[src/design/ps2_mouse_packet_event_queue_macros.svh]
// ---------------------------------------------------------------------------
// Mouse packet event queue assertion macros
// Shared concurrent assertion shorthands, clocked on clk, reset by arst_n.
// ---------------------------------------------------------------------------
`ifndef PS2_MOUSE_PACKET_EVENT_QUEUE_MACROS_SVH
`define PS2_MOUSE_PACKET_EVENT_QUEUE_MACROS_SVH

// Same-cycle implication.
`define PS2MQ_ASSERT_NOW(label, ante, cons) \
	label: assert property (@(posedge clk) disable iff (!arst_n) (ante) |-> (cons)) \
		else $error("assertion failed");

// Next-cycle implication.
`define PS2MQ_ASSERT_NEXT(label, ante, cons) \
	label: assert property (@(posedge clk) disable iff (!arst_n) (ante) |=> (cons)) \
		else $error("assertion failed");

`endif

[src/design/ps2mq_pkg.sv]
// ---------------------------------------------------------------------------
// Mouse packet event queue package
// Sizes, opcodes, event types and saturating helpers.
// ---------------------------------------------------------------------------
package ps2mq_pkg;

	localparam int RING_DEPTH = 64;
	localparam int SUM_WIDTH  = 16;
	localparam int PTR_W      = $clog2(RING_DEPTH);
	// a fresh event may hold dy = +256, so fields never go below 10 bits
	localparam int FIELD_W    = (SUM_WIDTH > 10) ? SUM_WIDTH : 10;
	localparam int OUT_W      = 16;
	localparam int OUT_TDATA_W = 56;

	localparam logic OP_FEED = 1'b0;
	localparam logic OP_POP  = 1'b1;

	localparam logic signed [FIELD_W:0] SAT_MAX =
		(FIELD_W+1)'((longint'(1) <<< (SUM_WIDTH - 1)) - 1);
	localparam logic signed [FIELD_W:0] SAT_MIN = ~SAT_MAX;

	typedef struct packed {
		logic signed [FIELD_W-1:0] dz;
		logic signed [FIELD_W-1:0] dy;
		logic signed [FIELD_W-1:0] dx;
		logic [2:0]                buttons;
	} pkt_t;

	typedef struct packed {
		logic signed [FIELD_W-1:0] dz;
		logic signed [FIELD_W-1:0] dy;
		logic signed [FIELD_W-1:0] dx;
		logic [2:0]                buttons;
		logic                      chg;
	} ev_t;

	localparam int EV_W = $bits(ev_t);

	typedef struct packed {
		logic [2:0]       buttons;
		logic [OUT_W-1:0] wheel;
		logic [OUT_W-1:0] y;
		logic [OUT_W-1:0] x;
	} res_t;

	function automatic logic signed [FIELD_W-1:0] sat_add(
		input logic signed [FIELD_W-1:0] a,
		input logic signed [FIELD_W-1:0] b
	);
		logic signed [FIELD_W:0] s;
		s = {a[FIELD_W-1], a} + {b[FIELD_W-1], b};
		if (s > SAT_MAX)
			s = SAT_MAX;
		else if (s < SAT_MIN)
			s = SAT_MIN;
		return s[FIELD_W-1:0];
	endfunction

	function automatic logic [OUT_W-1:0] to_out(input logic signed [FIELD_W-1:0] v);
		logic signed [31:0] w;
		w = 32'(v);
		return w[OUT_W-1:0];
	endfunction

endpackage

[src/design/ps2mq_ram.sv]
// ---------------------------------------------------------------------------
// Generic simple dual-port RAM
// One write port, one read port with registered read data.
// ---------------------------------------------------------------------------
module ps2mq_ram #(
	parameter int WIDTH = 8,
	parameter int DEPTH = 4
) (
	input  logic                     clk,
	input  logic                     we,
	input  logic [$clog2(DEPTH)-1:0] waddr,
	input  logic [WIDTH-1:0]         wdata,
	input  logic                     re,
	input  logic [$clog2(DEPTH)-1:0] raddr,
	output logic [WIDTH-1:0]         rdata
);

	logic [WIDTH-1:0] mem_q [DEPTH];
	logic [WIDTH-1:0] rdata_q;

	always_ff @(posedge clk) begin
		if (we)
			mem_q[waddr] <= wdata;
		if (re)
			rdata_q <= mem_q[raddr];
	end

	assign rdata = rdata_q;

endmodule

[src/design/ps2mq_asm.sv]
// ---------------------------------------------------------------------------
// Mouse packet assembler
// Collect port bytes into packets and decode finished packets.
// ---------------------------------------------------------------------------
module ps2mq_asm (
	input  logic            clk,
	input  logic            arst_n,
	input  logic            feed,
	input  logic [7:0]      port_byte,
	input  logic            wheel_mode,
	output logic            pkt_valid,
	output ps2mq_pkg::pkt_t pkt
);
	import ps2mq_pkg::*;

	logic [1:0] pos_q;
	logic [7:0] b0_q, b1_q, b2_q;
	logic       start_ok, complete;
	logic [7:0] flags, y_byte;

	assign start_ok = (pos_q != 2'd0) || port_byte[3];
	assign complete = (pos_q == 2'd3) || ((pos_q == 2'd2) && !wheel_mode);
	assign flags    = b0_q;
	assign y_byte   = (pos_q == 2'd2) ? port_byte : b2_q;

	always_ff @(posedge clk or negedge arst_n) begin
		if (!arst_n) begin
			pos_q <= 2'd0;
		end else if (feed && start_ok) begin
			pos_q <= complete ? 2'd0 : pos_q + 2'd1;
		end
	end

	always_ff @(posedge clk) begin
		if (feed && start_ok) begin
			unique case (pos_q)
				2'd0: b0_q <= port_byte;
				2'd1: b1_q <= port_byte;
				2'd2: b2_q <= port_byte;
				default: ;
			endcase
		end
	end

	// drop packets that carry an overflow flag
	assign pkt_valid = feed && start_ok && complete && (flags[7:6] == 2'b00);

	always_comb begin
		logic signed [FIELD_W-1:0] y_raw;
		pkt.dx = {{(FIELD_W-9){flags[4]}}, flags[4], b1_q};
		y_raw  = {{(FIELD_W-9){flags[5]}}, flags[5], y_byte};
		pkt.dy = -y_raw;
		if (wheel_mode && (pos_q == 2'd3))
			pkt.dz = {{(FIELD_W-4){port_byte[3]}}, port_byte[3:0]};
		else
			pkt.dz = '0;
		pkt.buttons = flags[2:0];
	end

endmodule

[src/design/ps2mq_ring.sv]
// ---------------------------------------------------------------------------
// Mouse event ring
// Push, merge-on-full and pop over one event memory.
// ---------------------------------------------------------------------------
`include "ps2_mouse_packet_event_queue_macros.svh"

module ps2mq_ring (
	input  logic            clk,
	input  logic            arst_n,
	input  logic            push_valid,
	input  ps2mq_pkg::pkt_t push_pkt,
	input  logic            pop_req,
	output logic            idle,
	output logic            res_valid,
	input  logic            res_ready,
	output ps2mq_pkg::res_t res
);
	import ps2mq_pkg::*;

	localparam logic [1:0] ST_IDLE  = 2'd0;
	localparam logic [1:0] ST_MERGE = 2'd1;
	localparam logic [1:0] ST_POP   = 2'd2;

	localparam logic [PTR_W-1:0] PTR_LAST = PTR_W'(RING_DEPTH - 1);

	logic [1:0]       state_q;
	logic [PTR_W-1:0] head_q, tail_q, mrg_addr_q;
	logic [2:0]       cur_btn_q;
	ev_t              ev_q;
	logic             out_valid_q;
	res_t             out_q;

	logic [PTR_W-1:0] head_nxt, head_prv, tail_nxt;
	logic             full, empty, chg;
	ev_t              new_ev, rd_ev, mrg_ev;
	logic             we, re;
	logic [PTR_W-1:0] waddr, raddr;
	logic [EV_W-1:0]  wdata, rdata;
	logic             quiet, out_free;

	assign head_nxt = (head_q == PTR_LAST) ? '0 : head_q + PTR_W'(1);
	assign head_prv = (head_q == '0) ? PTR_LAST : head_q - PTR_W'(1);
	assign tail_nxt = (tail_q == PTR_LAST) ? '0 : tail_q + PTR_W'(1);
	assign full     = (head_nxt == tail_q);
	assign empty    = (head_q == tail_q);
	assign chg      = (push_pkt.buttons != cur_btn_q);

	assign new_ev = '{dz: push_pkt.dz, dy: push_pkt.dy, dx: push_pkt.dx,
		buttons: push_pkt.buttons, chg: chg};

	assign rd_ev = ev_t'(rdata);

	assign mrg_ev = '{dz: sat_add(rd_ev.dz, ev_q.dz), dy: sat_add(rd_ev.dy, ev_q.dy),
		dx: sat_add(rd_ev.dx, ev_q.dx), buttons: ev_q.buttons, chg: rd_ev.chg | ev_q.chg};

	assign idle = (state_q == ST_IDLE);

	always_comb begin
		we    = 1'b0;
		re    = 1'b0;
		waddr = head_q;
		raddr = tail_q;
		wdata = new_ev;
		unique case (state_q)
			ST_IDLE: begin
				if (push_valid && !full) begin
					we = 1'b1;
				end else if (push_valid) begin
					re    = 1'b1;
					raddr = head_prv;
				end else if (pop_req && !empty) begin
					re = 1'b1;
				end
			end
			ST_MERGE: begin
				we    = 1'b1;
				waddr = mrg_addr_q;
				wdata = mrg_ev;
			end
			default: ;
		endcase
	end

	ps2mq_ram #(.WIDTH(EV_W), .DEPTH(RING_DEPTH)) u_ram (
		.clk  (clk),
		.we   (we),
		.waddr(waddr),
		.wdata(wdata),
		.re   (re),
		.raddr(raddr),
		.rdata(rdata)
	);

	assign quiet    = (rd_ev.dx == '0) && (rd_ev.dy == '0) && (rd_ev.dz == '0) && !rd_ev.chg;
	assign out_free = !out_valid_q || res_ready;

	always_ff @(posedge clk or negedge arst_n) begin
		if (!arst_n) begin
			state_q     <= ST_IDLE;
			head_q      <= '0;
			tail_q      <= '0;
			cur_btn_q   <= '0;
			out_valid_q <= 1'b0;
		end else begin
			if (out_valid_q && res_ready)
				out_valid_q <= 1'b0;
			unique case (state_q)
				ST_IDLE: begin
					if (push_valid) begin
						cur_btn_q <= push_pkt.buttons;
						if (full)
							state_q <= ST_MERGE;
						else
							head_q <= head_nxt;
					end else if (pop_req && !empty) begin
						tail_q  <= tail_nxt;
						state_q <= ST_POP;
					end
				end
				ST_MERGE: state_q <= ST_IDLE;
				ST_POP: begin
					// hold the read data until the output slot frees up
					if (quiet) begin
						state_q <= ST_IDLE;
					end else if (out_free) begin
						out_valid_q <= 1'b1;
						state_q     <= ST_IDLE;
					end
				end
				default: state_q <= ST_IDLE;
			endcase
		end
	end

	always_ff @(posedge clk) begin
		if (idle && push_valid && full) begin
			ev_q       <= new_ev;
			mrg_addr_q <= head_prv;
		end
		if ((state_q == ST_POP) && !quiet && out_free) begin
			out_q.x       <= to_out(rd_ev.dx);
			out_q.y       <= to_out(rd_ev.dy);
			out_q.wheel   <= to_out(rd_ev.dz);
			out_q.buttons <= rd_ev.buttons;
		end
	end

	assign res_valid = out_valid_q;
	assign res       = out_q;

	`PS2MQ_ASSERT_NOW(a_busy_no_request, !idle, !push_valid && !pop_req)
	`PS2MQ_ASSERT_NOW(a_merge_newest, state_q == ST_MERGE, mrg_addr_q == head_prv && full)
	`PS2MQ_ASSERT_NEXT(a_merge_keeps_ptrs, state_q == ST_MERGE,
		$stable(head_q) && $stable(tail_q))
	`PS2MQ_ASSERT_NEXT(a_push_not_empty, idle && push_valid, head_q != tail_q)

endmodule

[src/design/ps2_mouse_packet_event_queue.sv]
// ---------------------------------------------------------------------------
// Mouse packet event queue
// Assemble mouse port bytes into packets and queue decoded motion events.
// ---------------------------------------------------------------------------
//  Channel   Dir  Contents
//  s_axis    in   tuser: opcode (0 feed byte, 1 pop event); tdata: port_byte
//  m_axis    out  tdata: motion_x, motion_y, wheel_steps, button_bits
//  cfg       in   wheel_mode write (write enable, 1-bit data)
//
//  A feed writes straight into the ring; a feed that lands on a full ring also
//  passes through the merge state (read the newest entry, write back the merged
//  sums). A pop of a queued event reads the memory, then loads the output
//  register in the pop state and holds there only while an earlier result sits
//  unclaimed in it. A pop on an empty ring leaves the engine idle.
//  Reset clears pointers, packet position and button history; ring contents
//  are not cleared, so there is no startup sweep.
// ---------------------------------------------------------------------------
module ps2_mouse_packet_event_queue (
	input  logic                                 clk,
	input  logic                                 arst_n,
	input  logic                                 s_axis_tvalid,
	output logic                                 s_axis_tready,
	input  logic [7:0]                           s_axis_tdata,  // [7:0] port_byte
	input  logic                                 s_axis_tuser,  // [0] opcode
	output logic                                 m_axis_tvalid,
	input  logic                                 m_axis_tready,
	// [15:0] motion_x, [31:16] motion_y, [47:32] wheel_steps, [50:48] button_bits
	output logic [ps2mq_pkg::OUT_TDATA_W-1:0]    m_axis_tdata,
	input  logic                                 cfg_wr_en,
	input  logic                                 cfg_wr_data
);
	import ps2mq_pkg::*;

	logic wheel_mode_q;
	logic accept, feed, pop_req;
	logic idle;
	logic pkt_valid;
	pkt_t pkt;
	res_t res;

	// the user changes wheel mode only while the queue is idle; the block does not enforce it
	always_ff @(posedge clk or negedge arst_n) begin
		if (!arst_n) begin
			wheel_mode_q <= 1'b0;
		end else if (cfg_wr_en) begin
			wheel_mode_q <= cfg_wr_data;
		end
	end

	// take a request only when the ring engine has no access in flight
	assign s_axis_tready = idle;
	assign accept        = s_axis_tvalid && s_axis_tready;
	assign feed          = accept && (s_axis_tuser == OP_FEED);
	assign pop_req       = accept && (s_axis_tuser == OP_POP);

	ps2mq_asm u_asm (
		.clk       (clk),
		.arst_n    (arst_n),
		.feed      (feed),
		.port_byte (s_axis_tdata),
		.wheel_mode(wheel_mode_q),
		.pkt_valid (pkt_valid),
		.pkt       (pkt)
	);

	ps2mq_ring u_ring (
		.clk       (clk),
		.arst_n    (arst_n),
		.push_valid(pkt_valid),
		.push_pkt  (pkt),
		.pop_req   (pop_req),
		.idle      (idle),
		.res_valid (m_axis_tvalid),
		.res_ready (m_axis_tready),
		.res       (res)
	);

	// pack result fields low to high, pad to whole bytes
	assign m_axis_tdata = {{(OUT_TDATA_W - $bits(res_t)){1'b0}},
		res.buttons, res.wheel, res.y, res.x};

endmodule

[config.mk]
export PLATFORM = sky130hd
export DESIGN_NAME = ps2_mouse_packet_event_queue
export DESIGN_NICKNAME = d
export VERILOG_FILES = /design/src/design/ps2mq_pkg.sv /design/src/design/ps2mq_ram.sv /design/src/design/ps2mq_asm.sv /design/src/design/ps2mq_ring.sv /design/src/design/ps2_mouse_packet_event_queue.sv
export VERILOG_INCLUDE_DIRS = /design/src /design/src/design
export SDC_FILE = /design/constraint.sdc
export NUM_CORES = 2
export LEC_CHECK = 0
export BUFFER_PORTS_ARGS = -buffer_cell sky130_fd_sc_hd__buf_2
export CORE_MARGIN = 2
export CORE_UTILIZATION = 40
export CTS_CLUSTER_DIAMETER = 150
export DETAILED_ROUTE_END_ITERATION = 12
export PLACE_DENSITY = 0.54
export SYNTH_ARGS = -nofsm -noshare
export SYNTH_HDL_FRONTEND = slang
export SYNTH_HIERARCHICAL = 1
export SYNTH_SLANG_ARGS = --single-unit
[constraint.sdc]
create_clock -name clk -period 8.84 [get_ports clk]
set_clock_uncertainty 0.1 [all_clocks]
set_input_delay 0.884 -clock clk [delete_from_list [all_inputs] [get_ports clk]]
set_output_delay 0.884 -clock clk [all_outputs]
set_load 0.05 [all_outputs]
* Word level (Yosys, flattened, before mapping)
Memories as Yosys holds them, arrays and structs flattened. A register that Yosys moved wholly into a read port is not among the register bits. Index checks and enable logic that the tools add are counted.
Word-level totals: output and inout bits 58, bits in registers 147, word-level logic and storage cells 128, RAM bits 3328, memories 1
Operators by class: muxes and demuxes 35, magnitude comparators 6, equal/unequal tests 13, bitwise gates (word level) 4, reductions and logical operators 41, add/sub/neg operators 8
Memories:
- u_ring.u_ram.mem_q | words 64, bits a word 52, rd ports 1, clocked after memory_dff 1, wr ports 1, line ps2mq_ram.sv:18 | logic [WIDTH-1:0] mem_q [DEPTH];
Operator list (number):
- 16-bit two-way mux | 7
- 52-bit two-way mux | 1
- 17-bit by 16-bit greater-than comparator with 1-bit output (second input constant) | 3
- 17-bit by 16-bit < comparator with 1-bit output (second input constant) | 3
- 16-bit zero test | 3
- 6-bit two-way mux | 7
- 16-bit by 16-bit adder with 17-bit output | 2
- 1-bit logical AND | 18
- 16-bit by 9-bit adder with 17-bit output | 1
- 9-bit negator with 16-bit output | 1
- 6-bit by 1-bit adder with 6-bit output (second input constant) | 2
- 6-bit equality test | 2
- 6-bit equality test (second input constant) | 2
- 2-bit two-way mux | 6
- 1-bit two-way mux | 11
- 3-bit AND reduction | 3
- 8-bit two-way mux | 1
- 2-bit equality test (second input constant) | 3
- 1-bit zero test | 6
- 2-bit zero test | 3
- 6-bit zero test | 1
- 3-bit by 1-bit inequality test with 1-bit output (second input constant) | 2
- 2-bit AND reduction | 3
- 6-bit by 1-bit subtractor with 6-bit output (second input constant) | 1
- 10 further kinds | 15

* Logic depth before layout (Yosys ltp)
word-level depth 11, mapped depth 18, depth with buffers taken out 14

* By module
Netlist, hierarchy kept.
By module, submodules not included:
- ps2mq_ram | area each 127444.7 um^2, cells each 5410, seq. area each 101497.3 um^2, times used 1
- ps2mq_ring | area each 7666.1 um^2, cells each 764, seq. area each 3723.6 um^2, times used 1
- ps2mq_asm | area each 1412.6 um^2, cells each 118, seq. area each 740.7 um^2, times used 1
- ps2_mouse_packet_event_queue | area each 96.3 um^2, cells each 10, seq. area each 25.0 um^2, times used 1

* Least setup slack after synthesis
Ideal clock, no wire load.
path kind register to register, from register u_ring.state_q[1], to memory u_ring/u_ram/mem_q[49][0] in the netlist's numbering, enable pin, clock period less this slack 7045 ps, slack 1795 ps, data required time 8215 ps, buffers on the path 1, data arrival time 6420 ps, stages on the path, launching flop included 13, cell sequence dfrtp_1 > nor2_1 > and3b_1 > o21ai_0 > nor4_1 > nand2_1 > inv_1 > o41ai_1 > clkbuf_1 > nand2_1 > nor2b_1 > nand4_1 > nor3_1
On the way: cells in the longest elaborated chain, start to end 11
RTL lines:
- start, declared | line ps2mq_ring.sv:26 | logic [1:0] state_q;
- start signal, assigned | line ps2mq_ring.sv:99 | state_q <= ST_IDLE;
- start signal, assigned | line ps2mq_ring.sv:112 | state_q <= ST_MERGE;
- start signal, assigned | line ps2mq_ring.sv:117 | state_q <= ST_POP;
- 2-bit zero test | line ps2mq_ring.sv:56 | assign idle = (state_q == ST_IDLE);
- via s_axis_tready | line ps2_mouse_packet_event_queue.sv:22 | output logic s_axis_tready,
- 1-bit logical AND | line ps2_mouse_packet_event_queue.sv:52 | assign accept = s_axis_tvalid && s_axis_tready;
- 1-bit logical AND | line ps2_mouse_packet_event_queue.sv:53 | assign feed = accept && (s_axis_tuser == OP_FEED);
- via feed | line ps2_mouse_packet_event_queue.sv:35 | logic accept, feed, pop_req;
- 1-bit logical AND (3 in a row) | line ps2mq_asm.sv:46 | assign pkt_valid = feed && start_ok && complete && (flags[7:6] == 2'b00);
- via pkt_valid | line ps2_mouse_packet_event_queue.sv:37 | logic pkt_valid;
- 1-bit logical AND | line ps2mq_ring.sv:66 | if (push_valid && !full) begin
- 1-bit two-way mux | line ps2mq_ring.sv:66
- 1-bit one-hot mux with 2 select lines | line ps2mq_ring.sv:64 | unique case (state_q)
- via u_ring.we | line ps2mq_ring.sv:36 | logic we, re;
- 1-bit two-way mux | line ps2mq_ram.sv:22 | if (we)
- 1-bit two-way mux (not written as such) | line ps2mq_ram.sv:23 | mem_q[waddr] <= wdata;
- end, declared | line ps2mq_ram.sv:18
The timed path passes the listed nets, and every way through them passes these cells.

* Worst setup path after layout
from register u_asm.pos_q[0], to register u_ring.u_ram.rdata_q[7], in the netlist u_ring/u_ram/rdata[7], read port of u_ring.u_ram.mem_q, data pin
On the way: cells in the longest elaborated chain, start to end 8
RTL lines:
- start, declared | line ps2mq_asm.sv:16 | logic [1:0] pos_q;
- start signal, assigned | line ps2mq_asm.sv:30 | pos_q <= complete ? 2'd0 : pos_q + 2'd1;
- 2-bit equality test or 2-bit nonzero test (tied branches) | line ps2mq_asm.sv:22, ps2mq_asm.sv:21
- 1-bit logical AND or 1-bit logical OR (tied branches) | line ps2mq_asm.sv:22, ps2mq_asm.sv:21
- 1-bit logical OR or 1-bit logical AND (tied branches) | line ps2mq_asm.sv:22, ps2mq_asm.sv:46
- 1-bit logical AND * (2 in a row) | line ps2mq_asm.sv:46
- via pkt_valid | line ps2_mouse_packet_event_queue.sv:37
- 6-bit two-way mux or 1-bit logical AND (tied branches) | line ps2mq_ring.sv:68, ps2mq_ring.sv:66
- 6-bit two-way mux * | line ps2mq_ring.sv:66
- 6-bit two-way mux * | line ps2mq_ring.sv:64
- via u_ring.raddr[2] | line ps2mq_ring.sv:37 | logic [PTR_W-1:0] waddr, raddr;
- end, declared | line ps2mq_ram.sv:19 | logic [WIDTH-1:0] rdata_q;
The timed path passes the listed nets; every way through them passes the cells marked *. A chain may end at the register's enable or synchronous reset.

==> metrics <==
status=completed; Hold Buf Count CTS=1; count leader, synth=edfxtp_1; Worst Hold End=wheel_mode_q; final wirelength=406000 um; Chip Height=588 um; post-CTS setup buffer count=0; Initial DRT Pass Iterations=5; DR vias/cell=6.04; Max-Cap Viols=0; initial antenna violation count=19; placed insts=10800; fin. max-slew vios=0; slowest stage delay, CP=1.15 ns; Startpoint Class=flop; DP Wirelength=220000 um; critical hold path startpoint=cfg_wr_data; io pins=73; first-pass GRT wire length=559000 um; Commonest cells post-synth=edfxtp_1, mux4_2, o22ai_1, nor2_1, nand2_1; routed len/inst=35.5 um; CP Depth=14; fill cell total of the finished layout=28100; power density over the cells=299 nW/um^2; drt initial violations=9218; Mapped Area=137000 sq um; peak supply drop=0.288 mV; Chip Width=588 um; post_cts resized=0; CP arrival=7.50 ns; total die area=346000 sq um; total power=46600 uW; DRC Markers=0; Hold WC Path Type=in -> reg; Area contributors post-synth=edfxtp_1, mux4_2, mux2i_1; H-tree depth=5; LEAKAGE=0.0485 uW; Slew headroom=10.1%; sequential area share after synthesis=77.6%; buffers added on ports=67; remaining antenna violation count after routing=0; nets=6691; maximum clock insertion buffer count=4; CP cell instances=inv_1 -> ha_1 -> a21oi_1 -> nor4_1 -> nand2_1 -> inv_1 -> nand2_1 -> mux2_8 -> buf_12 -> or3_2 -> buf_4 -> o22ai_1 -> nor4_1 -> o22a_1; Reg-to-Reg End=u_ring/u_ram/rdata[7]; CTS tree=built; post-synthesis async set-or-reset flop share=0.594%; Rows=214; Clock transition at path regs=0.06 ns; Num CTS Buffers=368; Final setup viols=0; #FFs+latches synth=3533; Critical Setup Path Class=reg -> reg; latest clock arrival within the worst-skew pair=0.93 ns; CP Max Fanout=71; Setup TNS=0 ns; share of layout cells above drive strength 1=26.1%; Required @ worst endpoint=9.53 ns; Worst Reg-to-Reg Cells=14; gr ovfl total=0; count of flip-flops with a built-in enable after synthesis=3512; clk root buf=clkbuf_16; max frequency=147 MHz; Yosys top cell by area=edfxtp_1; Synth top area share=77.2%; CP Capture Type=flop; number of global-route vias before repair=68600; FF-to-FF setup slack=2.03 ns; post-route non-filler standard cell count=11500; worst reg2reg startpoint=u_asm/pos_q[0]; vias=69200; GP Congestion=0.822; Syn Inst Count=6302; gr usage total=23.2%; largest net degree at the start of global routing=131; unrepaired setup endpoints after global routing=no; period utilisation layout=77.0%; Sink Count=3533; Core Area=340000 sq um; yosys warns=6; Synth cell types=74; WP buf/inv=4; ys flop type=edfxtp_1; Critical Path Slowest Stage Cell=nor4_1; Slew @ Worst Pin=1.34 ns; initial cell density of the core=40.2%; fin crit period=6.81 ns; final hold violations=0; Hold Path Stages=2; top cell family by delay on the critical path=simple AND/OR/NAND/NOR gates; syn_area_per_cell=21.7 sq um; Area Growth Syn to Fin=14.1%
[state kept, by name, summed over array words and instances, names as in the netlist]
| register | flops |
|---|---|
| u_ring/u_ram/mem_q | 3328 |
| u_ring/ev_q | 52 |
| u_ring/u_ram/rdata | 52 |
| u_ring/res | 51 |
| u_asm/b1_q | 8 |
| u_asm/b2_q | 8 |
| u_asm/b0_q | 7 |
| u_ring/head_q | 6 |
| u_ring/mrg_addr_q | 6 |
| u_ring/tail_q | 6 |
| u_ring/cur_btn_q | 3 |
| u_asm/pos_q | 2 |
| u_ring/state_q | 2 |
| u_ring/res_valid | 1 |
| wheel_mode_q | 1 |
[layer usage]
metal	GRT usage (%)	wire length (um)
met1	33.2	168000
met2	37.5	194000
met3	3.47	32800
met4	5.90	10800
met5	0	0
[how the worst max path moves through the flow]
stage,slack [ns],startpoint,endpoint
global route,1.61,u_asm/pos_q[0],u_ring/u_ram/rdata[44]
CTS,1.89,u_asm/pos_q[0],u_ring/u_ram/rdata[31]
finish,2.03,u_asm/pos_q[0],u_ring/u_ram/rdata[7]
global placement,1.51,s_axis_tuser,u_ring/u_ram/rdata[49]
detailed placement,1.87,s_axis_tuser,u_ring/u_ram/rdata[31]
floorplan,1.79,u_ring/state_q[1],u_ring/u_ram/mem_q[49][0]
[placed cells by master, fill, tap and decap left out, types with 47 or more instances in the layout]
master	instances
nor2_1	91
nor2_4	65
clkinv_2	47
nand2_1	135
buf_2	67
clkbuf_16	375
o221ai_1	64
clkinv_1	84
o21ai_0	55
buf_12	54
edfxtp_1	3512
ha_1	57
mux4_2	794
a21oi_1	131
mux2_2	51
mux2i_1	130
clkbuf_1	101
buf_4	180
o22ai_1	182
[cell families (layout without fill, tap and decap cells)]
logic type	after synthesis	in the layout	synth area share, %
multiplexers	985	985	14.6
AND/OR/NAND/NOR	552	552	1.95
other	1	14	0.00274
adder cells (fa/ha/maj)	64	64	0.596
XOR/XNOR	56	56	0.365
AO/OA/AOI/OAI	715	715	3.48
flip-flops	3533	3533	77.6
buffers and inverters	396	999	1.48
[worst register-to-register path, cell delays in order (launching register included)]
cell and delay (ns):
dfrtp_1 0.43, inv_1 0.11, ha_1 0.61, a21oi_1 0.22, nor4_1 0.49, nand2_1 0.28, inv_1 0.19, nand2_1 0.44
mux2_8 0.78, buf_12 0.55, or3_2 0.30, buf_4 0.55, o22ai_1 0.23, nor4_1 1.15, o22a_1 0.25
[cell type report]
| type | count | area [sq um] | share of cell area, % |
|---|---|---|---|
| multi-input combinational | 2377 | 29900 | 19.2 |
| sequential | 3533 | 106000 | 68.0 |
| antenna | 9 | 22.5 | 0.0145 |
| tap | 4536 | 5680 | 3.64 |
| clock inverter | 180 | 1530 | 0.979 |
| timing repair buffer | 302 | 2780 | 1.78 |
| clock buffer | 483 | 9860 | 6.33 |
| inverter | 34 | 128 | 0.0819 |
[where the power goes]
| group | internal [uW] | switching, uW | total [uW] |
|---|---|---|---|
| sequential | 19300 | 379 | 19700 |
| combinational | 4900 | 7100 | 12000 |
| clock | 8430 | 6440 | 14900 |
| total | 32600 | 13900 | 46600 |
[per-stage QoR]
| step | cell area [sq um] | utilization [%] | hold slack, ns | setup WS [ns] |
|---|---|---|---|---|
| floorplan | 137000 | - | 0.300 | 1.79 |
| global placement | 144000 | 42.5 | 0.337 | 1.51 |
| detailed placement | 144000 | 42.5 | 0.340 | 1.87 |
| CTS | 156000 | 45.9 | 0.0220 | 1.89 |
| global route | 156000 | 45.9 | 0.0512 | 1.61 |
| finish | 156000 | 45.9 | 0.100 | 2.03 |
(Power assumes the default switching activity.)
